### config.mk
export PLATFORM = sky130hd
export DESIGN_NAME = token_literal_classifier_flat
export DESIGN_NICKNAME = d
export VERILOG_FILES = /design/src/rtl/core/tlc_pkg.sv /design/src/rtl/core/tlc_if.sv /design/src/rtl/core/tlc_recognizer.sv /design/src/rtl/core/token_literal_classifier.sv /design/src/flat_wrapper.sv
export SDC_FILE = /design/constraint.sdc
export NUM_CORES = 1
export LEC_CHECK = 0
export BUFFER_PORTS_ARGS = -buffer_cell sky130_fd_sc_hd__buf_4
export CORE_ASPECT_RATIO = 1.25
export CORE_UTILIZATION = 58
export CTS_BUF_LIST = sky130_fd_sc_hd__clkbuf_8
export DETAILED_ROUTE_END_ITERATION = 12
export PLACE_DENSITY = 0.85
export SYNTH_ARGS = -nofsm -noshare
export SYNTH_HDL_FRONTEND = slang
export SYNTH_SLANG_ARGS = --single-unit
### constraint.sdc
create_clock -name clk -period 2.3 [get_ports clk]
set_input_delay 0.115 -clock clk [delete_from_list [all_inputs] [get_ports clk]]
set_output_delay 0.115 -clock clk [all_outputs]
set_load 0.01 [all_outputs]
### src/rtl/core/tlc_pkg.sv
// ----------------------------------------------------------------------------
// tlc_pkg
// Shared types and codes for the token literal classifier: recognizer phases,
// class codes and the control word passed to the recognizer.
// ----------------------------------------------------------------------------
package tlc_pkg;

  localparam int unsigned CharW  = 8;
  localparam int unsigned ClassW = 3;

  typedef enum logic [3:0] {
    NP_START = 4'd0,
    NP_SIGN  = 4'd1,
    NP_INT   = 4'd2,
    NP_DOT   = 4'd3,
    NP_FRAC  = 4'd4,
    NP_EXP   = 4'd5,
    NP_ESIGN = 4'd6,
    NP_EDIG  = 4'd7,
    NP_DEAD  = 4'd15
  } num_phase_t;

  typedef enum logic [1:0] {
    SP_START  = 2'd0,
    SP_OPEN   = 2'd1,
    SP_CLOSED = 2'd2,
    SP_DEAD   = 2'd3
  } str_phase_t;

  typedef enum logic [ClassW-1:0] {
    CLS_NONE   = 3'd0,
    CLS_STRING = 3'd1,
    CLS_FLOAT  = 3'd2,
    CLS_INT    = 3'd3,
    CLS_IDENT  = 3'd4
  } token_class_t;

  typedef struct packed {
    logic step;
    logic last;
  } rec_ctrl_t;

  localparam logic [CharW-1:0] ChQuote = 8'h22;
  localparam logic [CharW-1:0] ChPlus  = 8'h2B;
  localparam logic [CharW-1:0] ChMinus = 8'h2D;
  localparam logic [CharW-1:0] ChDot   = 8'h2E;
  localparam logic [CharW-1:0] Ch0     = 8'h30;
  localparam logic [CharW-1:0] Ch9     = 8'h39;
  localparam logic [CharW-1:0] ChUA    = 8'h41;
  localparam logic [CharW-1:0] ChUE    = 8'h45;
  localparam logic [CharW-1:0] ChUZ    = 8'h5A;
  localparam logic [CharW-1:0] ChUnder = 8'h5F;
  localparam logic [CharW-1:0] ChLA    = 8'h61;
  localparam logic [CharW-1:0] ChLE    = 8'h65;
  localparam logic [CharW-1:0] ChLZ    = 8'h7A;

endpackage

### src/rtl/core/tlc_if.sv
// ----------------------------------------------------------------------------
// tlc_if
// Valid/ready channels of the classifier: byte words in, class words out.
// ----------------------------------------------------------------------------
interface tlc_in_if;
  logic                     valid;
  logic                     ready;
  logic [tlc_pkg::CharW-1:0] char_byte;
  logic                     last_byte;

  modport source (output valid, output char_byte, output last_byte, input ready);
  modport sink   (input valid, input char_byte, input last_byte, output ready);
endinterface

interface tlc_out_if;
  logic                      valid;
  logic                      ready;
  logic [tlc_pkg::ClassW-1:0] token_class;

  modport source (output valid, output token_class, input ready);
  modport sink   (input valid, input token_class, output ready);
endinterface

### src/rtl/core/tlc_recognizer.sv
// ----------------------------------------------------------------------------
// tlc_recognizer
// String, number and identifier recognizers. Holds the token state, advances
// it on each stepped byte and gives the class the token would have if this
// byte were its last. State returns to start after the final byte.
// ----------------------------------------------------------------------------
module tlc_recognizer (
  input  logic                      clk,
  input  logic                      rst_n,
  input  tlc_pkg::rec_ctrl_t        ctrl,
  input  logic [tlc_pkg::CharW-1:0] char_byte,
  output tlc_pkg::token_class_t     token_class
);

  tlc_pkg::num_phase_t num_r, num_nxt;
  tlc_pkg::str_phase_t str_r, str_nxt;
  logic                ident_r, ident_nxt;
  logic                start_r;

  logic is_digit, is_alpha, is_sign, is_exp;

  always_comb begin
    is_digit = (char_byte >= tlc_pkg::Ch0) && (char_byte <= tlc_pkg::Ch9);
    is_alpha = ((char_byte >= tlc_pkg::ChLA) && (char_byte <= tlc_pkg::ChLZ)) ||
               ((char_byte >= tlc_pkg::ChUA) && (char_byte <= tlc_pkg::ChUZ)) ||
               (char_byte == tlc_pkg::ChUnder);
    is_sign  = (char_byte == tlc_pkg::ChPlus) || (char_byte == tlc_pkg::ChMinus);
    is_exp   = (char_byte == tlc_pkg::ChLE) || (char_byte == tlc_pkg::ChUE);
  end

  always_comb begin
    num_nxt = tlc_pkg::NP_DEAD;
    unique case (num_r)
      tlc_pkg::NP_START: begin
        if (is_sign)                       num_nxt = tlc_pkg::NP_SIGN;
        else if (is_digit)                 num_nxt = tlc_pkg::NP_INT;
        else if (char_byte == tlc_pkg::ChDot) num_nxt = tlc_pkg::NP_DOT;
      end
      tlc_pkg::NP_SIGN: begin
        if (is_digit)                      num_nxt = tlc_pkg::NP_INT;
        else if (char_byte == tlc_pkg::ChDot) num_nxt = tlc_pkg::NP_DOT;
      end
      tlc_pkg::NP_INT: begin
        if (is_digit)                      num_nxt = tlc_pkg::NP_INT;
        else if (char_byte == tlc_pkg::ChDot) num_nxt = tlc_pkg::NP_DOT;
        else if (is_exp)                   num_nxt = tlc_pkg::NP_EXP;
      end
      tlc_pkg::NP_DOT: begin
        if (is_digit) num_nxt = tlc_pkg::NP_FRAC;
      end
      tlc_pkg::NP_FRAC: begin
        if (is_digit)    num_nxt = tlc_pkg::NP_FRAC;
        else if (is_exp) num_nxt = tlc_pkg::NP_EXP;
      end
      tlc_pkg::NP_EXP: begin
        if (is_sign)       num_nxt = tlc_pkg::NP_ESIGN;
        else if (is_digit) num_nxt = tlc_pkg::NP_EDIG;
      end
      tlc_pkg::NP_ESIGN, tlc_pkg::NP_EDIG: begin
        if (is_digit) num_nxt = tlc_pkg::NP_EDIG;
      end
      default: num_nxt = tlc_pkg::NP_DEAD;
    endcase
  end

  always_comb begin
    unique case (str_r)
      tlc_pkg::SP_START:
        str_nxt = (char_byte == tlc_pkg::ChQuote) ? tlc_pkg::SP_OPEN : tlc_pkg::SP_DEAD;
      tlc_pkg::SP_OPEN, tlc_pkg::SP_CLOSED:
        str_nxt = (char_byte == tlc_pkg::ChQuote) ? tlc_pkg::SP_CLOSED : tlc_pkg::SP_OPEN;
      default:
        str_nxt = tlc_pkg::SP_DEAD;
    endcase
  end

  always_comb begin
    if (start_r) ident_nxt = is_alpha;
    else         ident_nxt = ident_r && (is_alpha || is_digit);
  end

  always_comb begin
    if (str_nxt == tlc_pkg::SP_CLOSED)
      token_class = tlc_pkg::CLS_STRING;
    else if (num_nxt == tlc_pkg::NP_INT)
      token_class = tlc_pkg::CLS_INT;
    else if ((num_nxt == tlc_pkg::NP_FRAC) || (num_nxt == tlc_pkg::NP_EDIG))
      token_class = tlc_pkg::CLS_FLOAT;
    else if (ident_nxt)
      token_class = tlc_pkg::CLS_IDENT;
    else
      token_class = tlc_pkg::CLS_NONE;
  end

  always_ff @(posedge clk) begin
    if (!rst_n || (ctrl.step && ctrl.last)) begin
      num_r   <= tlc_pkg::NP_START;
      str_r   <= tlc_pkg::SP_START;
      ident_r <= 1'b1;
      start_r <= 1'b1;
    end else if (ctrl.step) begin
      num_r   <= num_nxt;
      str_r   <= str_nxt;
      ident_r <= ident_nxt;
      start_r <= 1'b0;
    end
  end

endmodule

### src/rtl/core/token_literal_classifier.sv
// ----------------------------------------------------------------------------
// token_literal_classifier
// Classifies a token streamed one byte per word as string, integer, float,
// identifier or none.
// ----------------------------------------------------------------------------
// Bytes enter an input register, pass through the recognizer logic and the
// class of the token lands in an output register on its final byte; other
// bytes give no word. One byte is taken every cycle unless a final byte is
// held back in the input register. While a class word waits unaccepted,
// bytes keep flowing until the next final byte reaches the input register,
// which then holds until the output is taken.
module token_literal_classifier (
  input  logic       clk,
  input  logic       rst_n,
  tlc_in_if.sink     in_ch,
  tlc_out_if.source  out_ch
);

  logic                      s1_v_r;
  logic                      s1_last_r;
  logic [tlc_pkg::CharW-1:0] s1_byte_r;
  logic                      out_v_r;
  tlc_pkg::token_class_t     out_cls_r;

  tlc_pkg::rec_ctrl_t    ctrl;
  tlc_pkg::token_class_t cls;
  logic                  advance;

  assign advance      = s1_v_r && (!s1_last_r || !out_v_r || out_ch.ready);
  assign in_ch.ready  = !s1_v_r || advance;
  assign ctrl.step    = advance;
  assign ctrl.last    = s1_last_r;

  tlc_recognizer u_rec (
    .clk         (clk),
    .rst_n       (rst_n),
    .ctrl        (ctrl),
    .char_byte   (s1_byte_r),
    .token_class (cls)
  );

  always_ff @(posedge clk) begin
    if (!rst_n) begin
      s1_v_r <= 1'b0;
    end else if (in_ch.ready) begin
      s1_v_r <= in_ch.valid;
    end
    if (in_ch.ready && in_ch.valid) begin
      s1_byte_r <= in_ch.char_byte;
      s1_last_r <= in_ch.last_byte;
    end
  end

  always_ff @(posedge clk) begin
    if (!rst_n) begin
      out_v_r <= 1'b0;
    end else if (advance && s1_last_r) begin
      out_v_r <= 1'b1;
    end else if (out_ch.ready) begin
      out_v_r <= 1'b0;
    end
    if (advance && s1_last_r) begin
      out_cls_r <= cls;
    end
  end

  assign out_ch.valid       = out_v_r;
  assign out_ch.token_class = out_cls_r;

  a_cls_range: assert property (@(posedge clk) disable iff (!rst_n)
    out_v_r |-> (out_cls_r <= tlc_pkg::CLS_IDENT))
    else $error("class code out of range");

  a_last_blocks: assert property (@(posedge clk) disable iff (!rst_n)
    (s1_v_r && s1_last_r && out_v_r && !out_ch.ready) |-> !in_ch.ready)
    else $error("final byte advanced over a waiting class word");

  a_reset_empty: assert property (@(posedge clk)
    !rst_n |=> (!out_v_r && !s1_v_r))
    else $error("pipeline not empty after reset");

endmodule
### src/flat_wrapper.sv
// flat-port wrapper written by rule: the top's interface ports become plain ports
module token_literal_classifier_flat 
  (clk, rst_n, in_ch_valid, in_ch_char_byte, in_ch_last_byte, in_ch_ready, out_ch_valid, out_ch_token_class, out_ch_ready);
  tlc_in_if in_ch_i ();
  tlc_out_if out_ch_i ();
  input  logic clk;
  input  logic rst_n;
  input wire logic [$bits(in_ch_i.valid)-1:0] in_ch_valid;
  input wire logic [$bits(in_ch_i.char_byte)-1:0] in_ch_char_byte;
  input wire logic [$bits(in_ch_i.last_byte)-1:0] in_ch_last_byte;
  output wire logic [$bits(in_ch_i.ready)-1:0] in_ch_ready;
  output wire logic [$bits(out_ch_i.valid)-1:0] out_ch_valid;
  output wire logic [$bits(out_ch_i.token_class)-1:0] out_ch_token_class;
  input wire logic [$bits(out_ch_i.ready)-1:0] out_ch_ready;
  assign in_ch_i.valid = in_ch_valid;
  assign in_ch_i.char_byte = in_ch_char_byte;
  assign in_ch_i.last_byte = in_ch_last_byte;
  assign in_ch_ready = in_ch_i.ready;
  assign out_ch_valid = out_ch_i.valid;
  assign out_ch_token_class = out_ch_i.token_class;
  assign out_ch_i.ready = out_ch_ready;
  token_literal_classifier u_core (.clk(clk), .rst_n(rst_n), .in_ch(in_ch_i), .out_ch(out_ch_i));
endmodule
==> impl_metrics.ini <==
[critical_path]
r2r-start = u_core.s1_byte_r[2]$_DFFE_PP_
cells_traversed_along_the_worst_timing_path = or4_4, or3_4, a211o_1, a22oi_1, nor2b_1
cp_slowest_cell = edfxtp_1
timing.critical_path.from_type = register
startpoint = u_core.s1_byte_r[2]$_DFFE_PP_
worst_path_top_cell_family_by_delay = simple AND/OR/NAND/NOR gates
critPathBufInv = 0
timing.setup.critical_path_class = reg -> reg
crit_path_end_kind = register
worst_path_largest_cell_delay_ns = 0.52
timing.critical_path.required_ns = 2.46
timing.critical_path.fanout_max = 9
arrival_time_worst_endpoint_ns = 2.19

[route]
route.vias.total = 1024
routedWlPerCell_microns = 14.9
drt-met1-wl_microns = 996
number_of_drc_markers_after_the_initial_detailed_route_iteration = 37
met2_length_microns = 1190
routed_wl_microns = 2420
met3_wirelength_microns = 142
ant_nets = 0
avgViaCountPerCell = 6.28
post-route-drc-count = 0
top_signal_layer_used = met4
firstDrtPassIters = 4

[yosys]
ys_async_sr_fraction = 0
synth.area.top_cells = edfxtp_1 29%, dfxtp_1 16%, nand2_1 3.4%, nor3_1 2.8%, o21ai_0 2.4%
post-synth-top-count-cell = edfxtp_1
synth_nets = 145
seq_area_frac_synth = 0.455
synth.ff_latch_count = 22
post_synth_inst_count = 130
synth-edff-count = 12
synth-warning-count = 0
top_cells_by_instance_count_after_synthesis = 12 x edfxtp_1, 11 x nand2_1, 10 x dfxtp_1, 8 x nor2_1, 7 x nor3_1
avgSynthCellArea_sq_um = 9.48
postSynth.topFlopCell = edfxtp_1
area_share_of_the_leading_cell_type_in_the_synthesized_netlist = 0.292
post-synth-top-area-cell = edfxtp_1
post_synthesis_cell_type_count = 49
synth.cell_area_sq_um = 1230

[hold_path]
min_path_type = in -> reg
hold_path_startpoint = in_ch_char_byte[4]

[die]
num_rows = 18
boundaryPins = 18
core_sq_um = 1980
die_x_microns = 43.2
initial_utilization = 0.622
floorplan.die_area_sq_um = 2310
floorplan.die.height_microns = 53.5

[grt]
globalRoute.totalOverflow = 0
grt_pass1_vias = 933
antenna_found_initial = 0
global_route.usage.total = 0.220
grt_max_degree = 13
grt_first_pass_wirelength_microns = 3770

[clock_network]
cts.sink_count = 22
cts_made_buffers = 3
postCtsHoldBufs = 0
cts_buffer_depth = 2
cts_max_level = 1
post_cts.resized_instances = 0
path_clk_slew_ns = 0.08
tritoncts = yes
root_buffer = clkbuf_8
cts.repair_timing.setup_buffer_count = 0
clk_latency_ns = 0.27

[pwr]
max-vdd-ir-drop_mv = 0.540
leakage_uw = 0.000506
pwr_dens_nw_per_um2 = 586

[outcome]
run_status = completed

[timing]
setup_viol_count_final = 0
timing.final.max_slew_violations = 0
clock.fmax_ghz = 0.493
final.period_utilization = 0.882
grt_setup_unrepaired = false
final.setup.tns_ns = 0
worst-slew-pin-transition_ns = 0.375
min_period_ns = 2.03
hold_viol_final = 0
timing.max_slew.rel_slack = 0.747
setup_slack_of_the_critical_path_after_layout_ns = 0.270
fin_skew_ns = 0.00737

[place]
gp_congestion = 0.899
port_buffers = 17
dp_worst_setup_slack_ns = 0.285
hpwlAfterDp_microns = 1750

[job]
drv.max_cap_violation_count = 0

[cells_and_area]
diodes = 0
area_delta_synth_final_pct = 11.8
fill_count = 147
nets = 159
fraction_of_final_layout_cells_with_drive_strength_greater_than_1 = 0.182
[state kept, by name, summed over array words and instances, names as in the netlist]
register and cells:
u_core.s1_last_r 1, u_core.u_rec.num_r 4, u_core.s1_byte_r 8, u_core.u_rec.start_r 1
u_core.u_rec.ident_r 1, u_core.u_rec.str_r 2, u_core.out_ch.token_class 3, u_core.out_ch.valid 1
u_core.s1_v_r 1
[power breakdown]
part | switching (uW) | internal, uW
clock | 125 | 119
combinational | 48.8 | 51.4
sequential | 27.5 | 436
[stage by stage]
step | hold WS (ns) | utilization | total power, uW | cells | area, sq um
6_report | 0.0162 | 0.695 | 808 | 163 | 1380
5_1_grt | 0.0126 | 0.695 | 837 | 163 | 1380
4_1_cts | 0.0197 | 0.695 | 806 | 163 | 1380
3_5_place_dp | 0.294 | 0.672 | 569 | 159 | 1330
3_3_place_gp | 0.293 | 0.672 | 564 | 159 | 1330
2_1_floorplan | 0.214 | - | 537 | 130 | 1230
[kinds of logic after synthesis]
family	Yosys count	synth area share
muxes	2	0.0183
adders and majority gates	2	0.0203
DFF	22	0.455
and+or+nand+nor	56	0.261
xor gates and xnor gates	1	0.00711
AOI/OAI and AO/OA	33	0.178
buffers and inverters	14	0.0609
[layout make-up]
cell class | instances | area, sq um | area share
Clock buffer | 3 | 41.3 | 0.0300
Clock inverter | 1 | 3.75 | 0.00272
Inverter | 6 | 22.5 | 0.0163
Multi-Input combinational cell | 94 | 597 | 0.433
Sequential cell | 22 | 561 | 0.407
Tap cell | 20 | 25.0 | 0.0182
Timing Repair Buffer | 17 | 128 | 0.0926
[per-layer routing]
| metal | GRT usage | vias up |
|---|---|---|
| li1 | - | 503 |
| met1 | 0.258 | 453 |
| met2 | 0.368 | 57 |
| met3 | 0.0336 | 11 |
| met4 | 0.152 | 0 |
| met5 | 0 | - |
[path summary, 6_finish.rpt]
| kind | slack [ns] | depth (start not counted) | to |
|---|---|---|---|
| max | 0.27 | 5 | u_core.u_rec.str_r[0]$_SDFFE_PP0P_ |
| min | 0.02 | 1 | u_core.s1_byte_r[4]$_DFFE_PP_ |
| max reg2reg | 0.27 | 5 | u_core.u_rec.str_r[0]$_SDFFE_PP0P_ |
| min reg2reg | 0.47 | 2 | u_core.u_rec.str_r[1]$_SDFFE_PP0P_ |
[placed cells by master (no fill, tap or decap), types with 2 or more instances in the layout]
master | synthesis | final
a22oi_1 | 2 | 2
a31oi_1 | 2 | 2
o22ai_1 | 3 | 3
dfxtp_1 | 10 | 10
ha_1 | 2 | 2
clkbuf_8 | 1 | 3
or3_1 | 3 | 3
inv_1 | 6 | 7
nand3_1 | 3 | 3
and2_1 | 3 | 3
buf_4 | 1 | 17
nor3_1 | 7 | 7
a21oi_1 | 5 | 5
o21ai_0 | 6 | 6
nand3b_1 | 3 | 3
nor2_1 | 8 | 8
nor2b_1 | 4 | 4
o31ai_1 | 3 | 3
nand2b_1 | 3 | 3
nand2_1 | 11 | 11
edfxtp_1 | 12 | 12
a21boi_0 | 2 | 2
[worst register-to-register path, delay by kind of cell (launching register included)]
kind / cells / cell delay, ns
DFF: 1 / 0.52
and+or+nand+nor: 3 / 0.95
AOI/OAI and AO/OA: 2 / 0.46
Note: power is estimated with default switching activity, not from simulation.
